### config.mk
export PLATFORM = sky130hd
export DESIGN_NAME = note_sequencer_triangle_synth_core
export DESIGN_NICKNAME = d
export VERILOG_FILES = /design/src/rtl/nsts_pkg.sv /design/src/rtl/note_sequencer_triangle_synth_core.sv
export VERILOG_INCLUDE_DIRS = /design/src /design/src/rtl
export SDC_FILE = /design/constraint.sdc
export NUM_CORES = 2
export LEC_CHECK = 0
export BUFFER_PORTS_ARGS = -buffer_cell sky130_fd_sc_hd__buf_2
export CAP_MARGIN = 20
export CORE_MARGIN = 3
export CORE_UTILIZATION = 40
export DETAILED_ROUTE_END_ITERATION = 8
export GPL_TIMING_DRIVEN = 0
export MAX_ROUTING_LAYER = met4
export PLACE_DENSITY_LB_ADDON = 0.08
export RECOVER_POWER = 100
export SYNTH_ARGS = -nofsm -noshare
export SYNTH_HDL_FRONTEND = slang
export SYNTH_SLANG_ARGS = --single-unit
### constraint.sdc
create_clock -name i_clk -period 13.5 [get_ports i_clk]
set_clock_uncertainty 0.1 [all_clocks]
set_input_delay 1.35 -clock i_clk [delete_from_list [all_inputs] [get_ports i_clk]]
set_output_delay 1.35 -clock i_clk [all_outputs]
set_load 0.01 [all_outputs]
### src/rtl/assert_macros.svh
// assertion macros used by note_sequencer_triangle_synth_core
// no dependencies
`ifndef ASSERT_MACROS_SVH
`define ASSERT_MACROS_SVH

// property holds on every clock edge out of reset
`define ASSERT_ALWAYS(name, clk, rst_n, expr) \
    name: assert property (@(posedge clk) disable iff (!rst_n) (expr)) \
        else $error("assertion failed");

// consequent holds in the same cycle as the antecedent
`define ASSERT_IMPLY(name, clk, rst_n, ante, cons) \
    name: assert property (@(posedge clk) disable iff (!rst_n) (ante) |-> (cons)) \
        else $error("assertion failed");

`endif

### src/rtl/nsts_pkg.sv
// constants, types and tables for the note sequencer triangle synth
// no dependencies
package nsts_pkg;

    localparam int SAMPLE_RATE  = 44100;
    localparam int PHASE_BITS   = 32;
    localparam int OCTAVE_LIMIT = 4;

    localparam int VOL_W  = 15;
    localparam int SL_W   = 17;
    localparam int OCT_W  = 4;
    localparam int DUR_W  = 3;
    localparam int CHR_W  = 8;
    localparam int SMP_W  = 16;
    localparam int NOTE_N = 12;
    localparam int NIDX_W = $clog2(NOTE_N);

    localparam logic [VOL_W-1:0] VOL_RESET = VOL_W'(30000);
    localparam logic [DUR_W-1:0] DUR_RESET = DUR_W'(2);
    localparam logic [DUR_W-1:0] DUR_MAX   = DUR_W'(4);
    localparam logic [SL_W-1:0]  DUR_BASE  = SL_W'(2 * SAMPLE_RATE);

    localparam logic signed [OCT_W-1:0] OCT_MAX = OCT_W'(OCTAVE_LIMIT);
    localparam logic signed [OCT_W-1:0] OCT_MIN = -OCT_MAX;

    // table increments, rounded, frequencies in hundredths of a hertz
    localparam longint unsigned PH_ONE = 64'd1 << PHASE_BITS;
    localparam longint unsigned INC_RND = 64'(50 * SAMPLE_RATE);
    localparam longint unsigned INC_DEN = 64'(100 * SAMPLE_RATE);

    localparam logic [PHASE_BITS-1:0] NOTE_INC [NOTE_N] = '{
        PHASE_BITS'((64'd41530 * PH_ONE + INC_RND) / INC_DEN),
        PHASE_BITS'((64'd44000 * PH_ONE + INC_RND) / INC_DEN),
        PHASE_BITS'((64'd46616 * PH_ONE + INC_RND) / INC_DEN),
        PHASE_BITS'((64'd49388 * PH_ONE + INC_RND) / INC_DEN),
        PHASE_BITS'((64'd52325 * PH_ONE + INC_RND) / INC_DEN),
        PHASE_BITS'((64'd55437 * PH_ONE + INC_RND) / INC_DEN),
        PHASE_BITS'((64'd58733 * PH_ONE + INC_RND) / INC_DEN),
        PHASE_BITS'((64'd62225 * PH_ONE + INC_RND) / INC_DEN),
        PHASE_BITS'((64'd65926 * PH_ONE + INC_RND) / INC_DEN),
        PHASE_BITS'((64'd69846 * PH_ONE + INC_RND) / INC_DEN),
        PHASE_BITS'((64'd73999 * PH_ONE + INC_RND) / INC_DEN),
        PHASE_BITS'((64'd78399 * PH_ONE + INC_RND) / INC_DEN)
    };

    // command bytes
    localparam logic [CHR_W-1:0] CH_LO_A = CHR_W'("a");
    localparam logic [CHR_W-1:0] CH_UP_A = CHR_W'("A");
    localparam logic [CHR_W-1:0] CH_LO_B = CHR_W'("b");
    localparam logic [CHR_W-1:0] CH_UP_B = CHR_W'("B");
    localparam logic [CHR_W-1:0] CH_UP_C = CHR_W'("C");
    localparam logic [CHR_W-1:0] CH_LO_D = CHR_W'("d");
    localparam logic [CHR_W-1:0] CH_UP_D = CHR_W'("D");
    localparam logic [CHR_W-1:0] CH_LO_E = CHR_W'("e");
    localparam logic [CHR_W-1:0] CH_UP_E = CHR_W'("E");
    localparam logic [CHR_W-1:0] CH_UP_F = CHR_W'("F");
    localparam logic [CHR_W-1:0] CH_LO_G = CHR_W'("g");
    localparam logic [CHR_W-1:0] CH_UP_G = CHR_W'("G");
    localparam logic [CHR_W-1:0] CH_D1   = CHR_W'("1");
    localparam logic [CHR_W-1:0] CH_D2   = CHR_W'("2");
    localparam logic [CHR_W-1:0] CH_D4   = CHR_W'("4");
    localparam logic [CHR_W-1:0] CH_D8   = CHR_W'("8");
    localparam logic [CHR_W-1:0] CH_D6   = CHR_W'("6");
    localparam logic [CHR_W-1:0] CH_PLUS  = CHR_W'("+");
    localparam logic [CHR_W-1:0] CH_MINUS = CHR_W'("-");
    localparam logic [CHR_W-1:0] CH_DOT   = CHR_W'(".");

    // sample datapath widths
    localparam int TRI_W    = PHASE_BITS + 1;
    localparam int V_W      = PHASE_BITS + 3;
    localparam int U_W      = PHASE_BITS + 1;
    localparam int LO_W     = (U_W + 1) / 2;
    localparam int HI_W     = U_W - LO_W;
    localparam int PLO_W    = VOL_W + LO_W;
    localparam int PHI_W    = VOL_W + HI_W;
    localparam int P_W      = VOL_W + U_W;
    localparam int X_W      = P_W - (PHASE_BITS - 3);
    localparam int RCP_SH   = X_W + 4;
    localparam int RCP_W    = RCP_SH - 3;
    localparam int Y_W      = X_W + RCP_W;
    localparam int Q_W      = Y_W - RCP_SH;
    localparam logic [RCP_W-1:0] RCP_MUL = RCP_W'((64'd1 << RCP_SH) / 10 + 1);

    typedef enum logic {
        OP_CMD,
        OP_TICK
    } t_op;

    typedef enum logic [1:0] {
        ST_OK,
        ST_INVALID,
        ST_BUSY
    } t_status;

    typedef struct packed {
        logic    note_end;
        logic    idle;
        t_status status;
    } t_flags;

endpackage

### src/rtl/note_sequencer_triangle_synth_core.sv
// note sequencer with three-harmonic triangle synth, stream in and out
// depends on nsts_pkg and assert_macros.svh
// throughput: one word per cycle while the output is not stalled; sequencer state
// updates as each word moves from the input register into stage 1, and the sample
// path is a multiply and divide-by-ten pipeline of stages s1 to s5 and an output register
// reset: synchronous active low, clears pipeline valids and sequencer state except
// the duration code, which returns to 2; max_volume returns to 30000
`include "assert_macros.svh"

module note_sequencer_triangle_synth_core (
    input  logic        i_clk,
    input  logic        i_rst_n,
    input  logic        i_cfg_wr_en,
    input  logic [14:0] i_cfg_wr_data,   // max_volume
    input  logic        s_axis_tvalid,
    output logic        s_axis_tready,
    input  logic [7:0]  s_axis_tdata,    // command_char
    input  logic [0:0]  s_axis_tuser,    // operation
    output logic        m_axis_tvalid,
    input  logic        m_axis_tready,
    output logic [15:0] m_axis_tdata,    // sample
    output logic        m_axis_tlast,    // note_end
    output logic [2:0]  m_axis_tuser     // status[1:0], idle
);
    import nsts_pkg::*;

    // sequencer state
    logic [VOL_W-1:0]        r_vol;
    logic [PHASE_BITS-1:0]   r_phase, n_phase;
    logic [PHASE_BITS-1:0]   r_step, n_step;
    logic [SL_W-1:0]         r_left, n_left;
    logic signed [OCT_W-1:0] r_oct, n_oct;
    logic [DUR_W-1:0]        r_dur, n_dur;
    logic                    r_rest, n_rest;

    // input register
    logic             r_in_vld;
    t_op              r_in_op;
    logic [CHR_W-1:0] r_in_char;

    // pipeline stages
    logic                  r_s1_vld, r_s2_vld, r_s3_vld, r_s4_vld, r_s5_vld, r_out_vld;
    logic [PHASE_BITS-1:0] r_s1_phase;
    logic                  r_s1_mute;
    t_flags                r_s1_flags, r_s2_flags, r_s3_flags, r_s4_flags, r_s5_flags;
    t_flags                r_out_flags;
    logic [U_W-1:0]        r_s2_u;
    logic                  r_s2_neg, r_s3_neg, r_s4_neg, r_s5_neg;
    logic [PLO_W-1:0]      r_s3_lo;
    logic [PHI_W-1:0]      r_s3_hi;
    logic [X_W-1:0]        r_s4_x;
    logic [Y_W-1:0]        r_s5_y;
    logic [SMP_W-1:0]      r_out_sample;

    logic rdy_in, rdy1, rdy2, rdy3, rdy4, rdy5, rdy_out;

    // stage 1 combinational
    logic                  note_hit, dig_hit, busy;
    logic [NIDX_W-1:0]     note_idx;
    logic [DUR_W-1:0]      dig_code;
    logic [OCT_W-1:0]      oct_mag;
    logic [PHASE_BITS-1:0] note_step;
    logic                  s1_mute;
    t_flags                s1_flags;

    // stage 2 combinational
    logic signed [TRI_W-1:0] tri_a, tri_b, tri_c;
    logic signed [V_W-1:0]   v_sum;
    logic [V_W-1:0]          v_mag;

    // later stages
    logic [P_W-1:0]   p_sum;
    logic [Q_W-1:0]   q_val;
    logic [SMP_W-1:0] smp;

    function automatic logic signed [TRI_W-1:0] tri_fold(input logic [PHASE_BITS-1:0] p);
        logic [TRI_W-1:0] pe;
        logic [TRI_W-1:0] res;
        pe = {1'b0, p};
        if (p <= PHASE_BITS'(64'd1 << (PHASE_BITS - 2))) begin
            res = pe;
        end else if (p <= PHASE_BITS'(64'd3 << (PHASE_BITS - 2))) begin
            res = TRI_W'(64'd1 << (PHASE_BITS - 1)) - pe;
        end else begin
            res = pe - TRI_W'(64'd1 << PHASE_BITS);
        end
        return signed'(res);
    endfunction

    // pipeline handshake
    assign rdy_out = !r_out_vld || m_axis_tready;
    assign rdy5    = !r_s5_vld || rdy_out;
    assign rdy4    = !r_s4_vld || rdy5;
    assign rdy3    = !r_s3_vld || rdy4;
    assign rdy2    = !r_s2_vld || rdy3;
    assign rdy1    = !r_s1_vld || rdy2;
    assign rdy_in  = !r_in_vld || rdy1;

    assign s_axis_tready = rdy_in;
    assign m_axis_tvalid = r_out_vld;
    assign m_axis_tdata  = r_out_sample;
    assign m_axis_tlast  = r_out_flags.note_end;
    assign m_axis_tuser  = {r_out_flags.status, r_out_flags.idle};

    // command decode
    always_comb begin
        note_hit = 1'b1;
        note_idx = '0;
        case (r_in_char)
            CH_LO_A: note_idx = NIDX_W'(0);
            CH_UP_A: note_idx = NIDX_W'(1);
            CH_LO_B: note_idx = NIDX_W'(2);
            CH_UP_B: note_idx = NIDX_W'(3);
            CH_UP_C: note_idx = NIDX_W'(4);
            CH_LO_D: note_idx = NIDX_W'(5);
            CH_UP_D: note_idx = NIDX_W'(6);
            CH_LO_E: note_idx = NIDX_W'(7);
            CH_UP_E: note_idx = NIDX_W'(8);
            CH_UP_F: note_idx = NIDX_W'(9);
            CH_LO_G: note_idx = NIDX_W'(10);
            CH_UP_G: note_idx = NIDX_W'(11);
            default: note_hit = 1'b0;
        endcase
    end

    always_comb begin
        dig_hit  = 1'b1;
        dig_code = '0;
        case (r_in_char)
            CH_D1:   dig_code = DUR_W'(0);
            CH_D2:   dig_code = DUR_W'(1);
            CH_D4:   dig_code = DUR_W'(2);
            CH_D8:   dig_code = DUR_W'(3);
            CH_D6:   dig_code = DUR_W'(4);
            default: dig_hit = 1'b0;
        endcase
    end

    assign oct_mag   = r_oct[OCT_W-1] ? OCT_W'(-r_oct) : OCT_W'(r_oct);
    assign note_step = r_oct[OCT_W-1] ? (NOTE_INC[note_idx] >> oct_mag[OCT_W-2:0])
                                      : (NOTE_INC[note_idx] << oct_mag[OCT_W-2:0]);
    assign busy      = (r_left != '0);

    // sequencer next state
    always_comb begin
        n_phase  = r_phase;
        n_step   = r_step;
        n_left   = r_left;
        n_oct    = r_oct;
        n_dur    = r_dur;
        n_rest   = r_rest;
        s1_mute  = 1'b1;
        s1_flags = '{note_end: 1'b0, idle: 1'b0, status: ST_OK};
        if (r_in_op == OP_TICK) begin
            if (!busy) begin
                s1_flags.idle = 1'b1;
            end else begin
                s1_mute  = r_rest;
                n_phase  = r_phase + r_step;
                n_left   = r_left - SL_W'(1);
                s1_flags.note_end = (r_left == SL_W'(1));
            end
        end else begin
            if (note_hit || r_in_char == CH_DOT) begin
                if (busy) begin
                    s1_flags.status = ST_BUSY;
                end else begin
                    n_phase = '0;
                    n_left  = DUR_BASE >> r_dur;
                    if (note_hit) begin
                        n_step = note_step;
                        n_rest = 1'b0;
                    end else begin
                        n_rest = 1'b1;
                    end
                end
            end else if (r_in_char == CH_PLUS) begin
                if (r_oct < OCT_MAX) begin
                    n_oct = r_oct + OCT_W'(1);
                end
            end else if (r_in_char == CH_MINUS) begin
                if (r_oct > OCT_MIN) begin
                    n_oct = r_oct - OCT_W'(1);
                end
            end else if (dig_hit) begin
                n_dur = dig_code;
            end else begin
                s1_flags.status = ST_INVALID;
            end
            s1_flags.idle = (n_left == '0);
        end
    end

    // harmonic sum, in units of 2^-(PHASE_BITS-3) of the weighted triangles
    always_comb begin
        tri_a = tri_fold(r_s1_phase);
        tri_b = tri_fold({r_s1_phase[PHASE_BITS-2:0], 1'b0});
        tri_c = tri_fold({r_s1_phase[PHASE_BITS-3:0], 2'b00});
        v_sum = (V_W'(tri_a) <<< 1) + V_W'(tri_b) + (V_W'(tri_c) <<< 1) + V_W'(tri_c);
        v_mag = v_sum[V_W-1] ? V_W'(-v_sum) : V_W'(v_sum);
    end

    assign p_sum = P_W'(r_s3_lo) + (P_W'(r_s3_hi) << LO_W);
    assign q_val = r_s5_y[Y_W-1:RCP_SH];

    // truncate toward zero already done on magnitude, saturate on sign
    always_comb begin
        if (r_s5_neg) begin
            smp = (q_val > Q_W'(1 << (SMP_W - 1))) ? SMP_W'(1 << (SMP_W - 1))
                                                  : SMP_W'(-q_val);
        end else begin
            smp = (q_val > Q_W'((1 << (SMP_W - 1)) - 1)) ? SMP_W'((1 << (SMP_W - 1)) - 1)
                                                        : SMP_W'(q_val);
        end
    end

    // control state
    always_ff @(posedge i_clk) begin
        if (!i_rst_n) begin
            r_vol     <= VOL_RESET;
            r_phase   <= '0;
            r_step    <= '0;
            r_left    <= '0;
            r_oct     <= '0;
            r_dur     <= DUR_RESET;
            r_rest    <= 1'b0;
            r_in_vld  <= 1'b0;
            r_s1_vld  <= 1'b0;
            r_s2_vld  <= 1'b0;
            r_s3_vld  <= 1'b0;
            r_s4_vld  <= 1'b0;
            r_s5_vld  <= 1'b0;
            r_out_vld <= 1'b0;
        end else begin
            if (i_cfg_wr_en) begin
                r_vol <= i_cfg_wr_data;
            end
            if (r_in_vld && rdy1) begin
                r_phase <= n_phase;
                r_step  <= n_step;
                r_left  <= n_left;
                r_oct   <= n_oct;
                r_dur   <= n_dur;
                r_rest  <= n_rest;
            end
            if (rdy_in)  r_in_vld  <= s_axis_tvalid;
            if (rdy1)    r_s1_vld  <= r_in_vld;
            if (rdy2)    r_s2_vld  <= r_s1_vld;
            if (rdy3)    r_s3_vld  <= r_s2_vld;
            if (rdy4)    r_s4_vld  <= r_s3_vld;
            if (rdy5)    r_s5_vld  <= r_s4_vld;
            if (rdy_out) r_out_vld <= r_s5_vld;
        end
    end

    // datapath
    always_ff @(posedge i_clk) begin
        if (rdy_in) begin
            r_in_op   <= t_op'(s_axis_tuser[0]);
            r_in_char <= s_axis_tdata;
        end
        if (rdy1) begin
            r_s1_phase <= r_phase;
            r_s1_mute  <= s1_mute;
            r_s1_flags <= s1_flags;
        end
        if (rdy2) begin
            r_s2_u     <= r_s1_mute ? '0 : v_mag[U_W-1:0];
            r_s2_neg   <= !r_s1_mute && v_sum[V_W-1];
            r_s2_flags <= r_s1_flags;
        end
        if (rdy3) begin
            r_s3_lo    <= PLO_W'(r_vol) * PLO_W'(r_s2_u[LO_W-1:0]);
            r_s3_hi    <= PHI_W'(r_vol) * PHI_W'(r_s2_u[U_W-1:LO_W]);
            r_s3_neg   <= r_s2_neg;
            r_s3_flags <= r_s2_flags;
        end
        if (rdy4) begin
            r_s4_x     <= p_sum[P_W-1:P_W-X_W];
            r_s4_neg   <= r_s3_neg;
            r_s4_flags <= r_s3_flags;
        end
        if (rdy5) begin
            r_s5_y     <= Y_W'(r_s4_x) * Y_W'(RCP_MUL);
            r_s5_neg   <= r_s4_neg;
            r_s5_flags <= r_s4_flags;
        end
        if (rdy_out) begin
            r_out_sample <= smp;
            r_out_flags  <= r_s5_flags;
        end
    end

    `ASSERT_ALWAYS(a_oct_range, i_clk, i_rst_n, (r_oct <= OCT_MAX) && (r_oct >= OCT_MIN))
    `ASSERT_ALWAYS(a_dur_range, i_clk, i_rst_n, r_dur <= DUR_MAX)
    `ASSERT_ALWAYS(a_left_bound, i_clk, i_rst_n, r_left <= DUR_BASE)
    `ASSERT_IMPLY(a_end_ok, i_clk, i_rst_n, r_out_vld && r_out_flags.note_end, !r_out_flags.idle && r_out_flags.status == ST_OK)
    `ASSERT_IMPLY(a_cmd_quiet, i_clk, i_rst_n, r_out_vld && r_out_flags.status != ST_OK, r_out_sample == '0 && !r_out_flags.note_end)

endmodule
==> reports/metrics.yaml <==
status: "finished, violations left"
violations: "max-capacitance violations, max-slew violations"
crit_arrival_ps: 11310
yosysUniqueCellTypes: 88
numCtsBuffers: 42
grt_max_degree: 41
place_congestion: 0.921
rows: 117
drv_slew: 93
max_slew.worst_pin.slew_ps: 1860
final_area_um2: 44900
multi_input_area_um2: 30000
area_growth_pct: 8.22
ys_seq_elements: 309
synth-edff-count: 198
post-place-ws_ps: 3190
cap_viol_max_count: 3
min_to: "m_axis_tuser[0]"
cts_tree: "done"
power.density_cell_area_nw_per_um2: 53.9
hold_class: "reg -> reg"
syn_nets: 5564
required_ps: 13800
timing.rr.start: "r_s1_phase[0]"
holdWs_ps: 312
holdBufCountCts: 0
clkPwrFrac: 0.487
clock-root-buffer: "clkbuf_16"
dr.first_iter.drc_count: 1802
async_flop_share: 0
hold_viol_final: 0
synthTopCellsByArea: "fa_1, edfxtp_1, ha_1"
clock_latency_ps: 610
ant_nets: 0
grt_pass1_vias: 32078
slew_headroom: -0.240
drt-total-wl_mm: 121
seq_area_um2: 8170
track_usage: 0.234
synth-seq-area-share: 0.197
rsz0062_at_grt: "false"
core_um2: 102000
drive_gt1_frac: 0.0270
finalCritPeriodShare: 0.816
dieHeight_um: 328
clkTransAtPathRegs_ps: 60
avgSynthCellArea_um2: 9.01
yosysMostFrequentCell: "inv_1"
postSynthCellCount: 4601
slowest_delay_ps: 1030
rr_worst_depth: 28
synth_top_area_frac: 0.246
first_pass_iters: 5
critPathCaptureType: "register"
die_area_um2: 108000
cts_setup_buffers: 0
tns_ps: 0
timing.rr.end: "r_s2_u[21]"
fin_crit_ps: 11010
fillers: 10304
num_vias: 31703
die_x_um: 328
ys.warnings.count: 0
synth_common_cells: "inv_1, nand2_1, fa_1, ha_1, nor2_1"
setup-violations-final: 0
synth_area_um2: 41500
cp_common_cell: "clkbuf_1"
wl_per_cell_um: 19.8
crit_type: "reg -> reg"
io_buffer_count: 49
dp_hpwl_mm: 99.9
ys.flop_type: "edfxtp_1"
ctsHtreeMaxLevel: 2
leakage_uw: 0.0222
power.internal_uw: 1800
io_pins: 51
p_sw_frac: 0.257
cpMaxStageDelayCell: "o21ai_0"
yosys.area.top_type: "fa_1"
seq_power_share: 0.430
viasPerCell: 5.19
vdd_ir_drop_max_v: 0.0000910
start_util: 0.405
nNetsFinal: 5663
place_area_um2: 43500
switchingPower_uw: 621
fmax_mhz: 90.8
hp-start: "r_s5_flags[2]"
holdPathStages: 0
ctsResizeCount: 0
path_max_fanout: 10
clock-sinks: 309
start_kind: "register"
drc: 0
grt_overflow: 0
grt_pass1_wl_mm: 190
pwr-share-comb: 0.083
antenna_found_initial: 6
worst_slack_ps: 2490
r2r_setup_slack_ps: 2490
clk_path_buf_depth: 3
## cells in the final DEF (no fill, tap or decap), types with 19 or more instances in the layout
| cell type | synthesis | layout |
|---|---|---|
| inv_1 | 649 | 649 |
| nand2_1 | 561 | 561 |
| fa_1 | 509 | 509 |
| ha_1 | 425 | 425 |
| nor2_1 | 257 | 257 |
| clkbuf_1 | 193 | 230 |
| edfxtp_1 | 198 | 198 |
| a21oi_1 | 196 | 196 |
| and2_1 | 206 | 194 |
| o21ai_0 | 158 | 161 |
| xnor2_1 | 160 | 160 |
| dfxtp_1 | 111 | 111 |
| nand3_1 | 93 | 93 |
| xor2_1 | 84 | 84 |
| nor3_1 | 83 | 83 |
| a21o_1 | 72 | 72 |
| nor2b_1 | 53 | 53 |
| mux2i_1 | 47 | 47 |
| clkbuf_16 | 0 | 45 |
| o21a_1 | 41 | 41 |
| o211ai_1 | 38 | 38 |
| or3_1 | 35 | 36 |
| a211oi_1 | 35 | 35 |
| buf_2 | 7 | 33 |
| nand2b_1 | 32 | 32 |
| a21boi_0 | 26 | 27 |
| a22oi_1 | 21 | 21 |
| and3_1 | 20 | 20 |
| nand4_1 | 19 | 19 |
## power groups by stage
stage	Sequential (µW)	Combinational (µW)	Clock [µW]
after floorplan	1050	126	0
after global placement	1060	200	0
after detailed placement	1060	200	0
after CTS	1040	201	1220
after global routing	1040	222	1250
final	1040	202	1180
## through the flow
stage | cells | total power (µW) | util
2_1_floorplan | 4601 | 1170 | -
3_3_place_gp | 6018 | 1260 | 0.424
3_5_place_dp | 6023 | 1260 | 0.425
4_1_cts | 6099 | 2460 | 0.439
5_1_grt | 6105 | 2510 | 0.438
6_report | 6106 | 2420 | 0.438
## worst max-delay path by stage
stage,start,end,slack (ps),cells after the start
floorplan,r_s1_phase[0],r_s2_u[32],5070,28
global placement,r_s1_phase[0],r_s2_u[32],3310,27
detailed placement,r_s1_phase[0],r_s2_u[32],3190,27
CTS,r_s1_phase[0],r_s2_u[32],3170,27
global route,r_s1_phase[0],r_s2_u[21],1730,28
finish,r_s1_phase[0],r_s2_u[21],2490,28
## worst max-delay path, delay by kind of cell (launching register included)
family,cells,cell delay (ps)
compound gates,10,4120
xor+xnor,2,630
fa+ha+maj,4,1480
buf+inv,5,1490
flops,1,540
simple gates,7,2400
## final cells by class
| class | count | area share |
|---|---|---|
| multi-input combinational | 3428 | 0.669 |
| tap | 1368 | 0.0382 |
| timing repair buffer | 55 | 0.00538 |
| clock inverter | 20 | 0.00591 |
| sequential | 309 | 0.182 |
| clock buffer | 56 | 0.0267 |
| buffer | 214 | 0.0181 |
| inverter | 650 | 0.0544 |
| antenna | 6 | 0.000335 |
## flip-flops by register name (all words and copies together), names as in the netlist, 8 cells and up
register,flops
r_step,32
r_in_char,8
m_axis_tdata,16
r_s5_y,16
r_phase,32
r_s4_x,19
r_s3_lo,15
r_vol,15
r_s2_u,31
r_left,17
r_s1_phase,32
r_s3_hi,31
## routing by layer
metal | vias to the layer above | GRT usage | routed length [µm]
met3 | 177 | 0.0270 | 4680
met4 | 0 | 0.0794 | 4400
li1 | 15432 | - | -
met1 | 15476 | 0.300 | 54200
met5 | - | - | 0
met2 | 618 | 0.383 | 57500
## cells by family after synthesis
logic type,synth area share
AND/OR/NAND/NOR,0.165
adder cells (fa/ha/maj),0.374
buffers and inverters,0.0786
AO/OA/AOI/OAI,0.120
flip-flops,0.197
XOR/XNOR,0.0519
multiplexers,0.0141
Power figures use the tool's default switching activity.
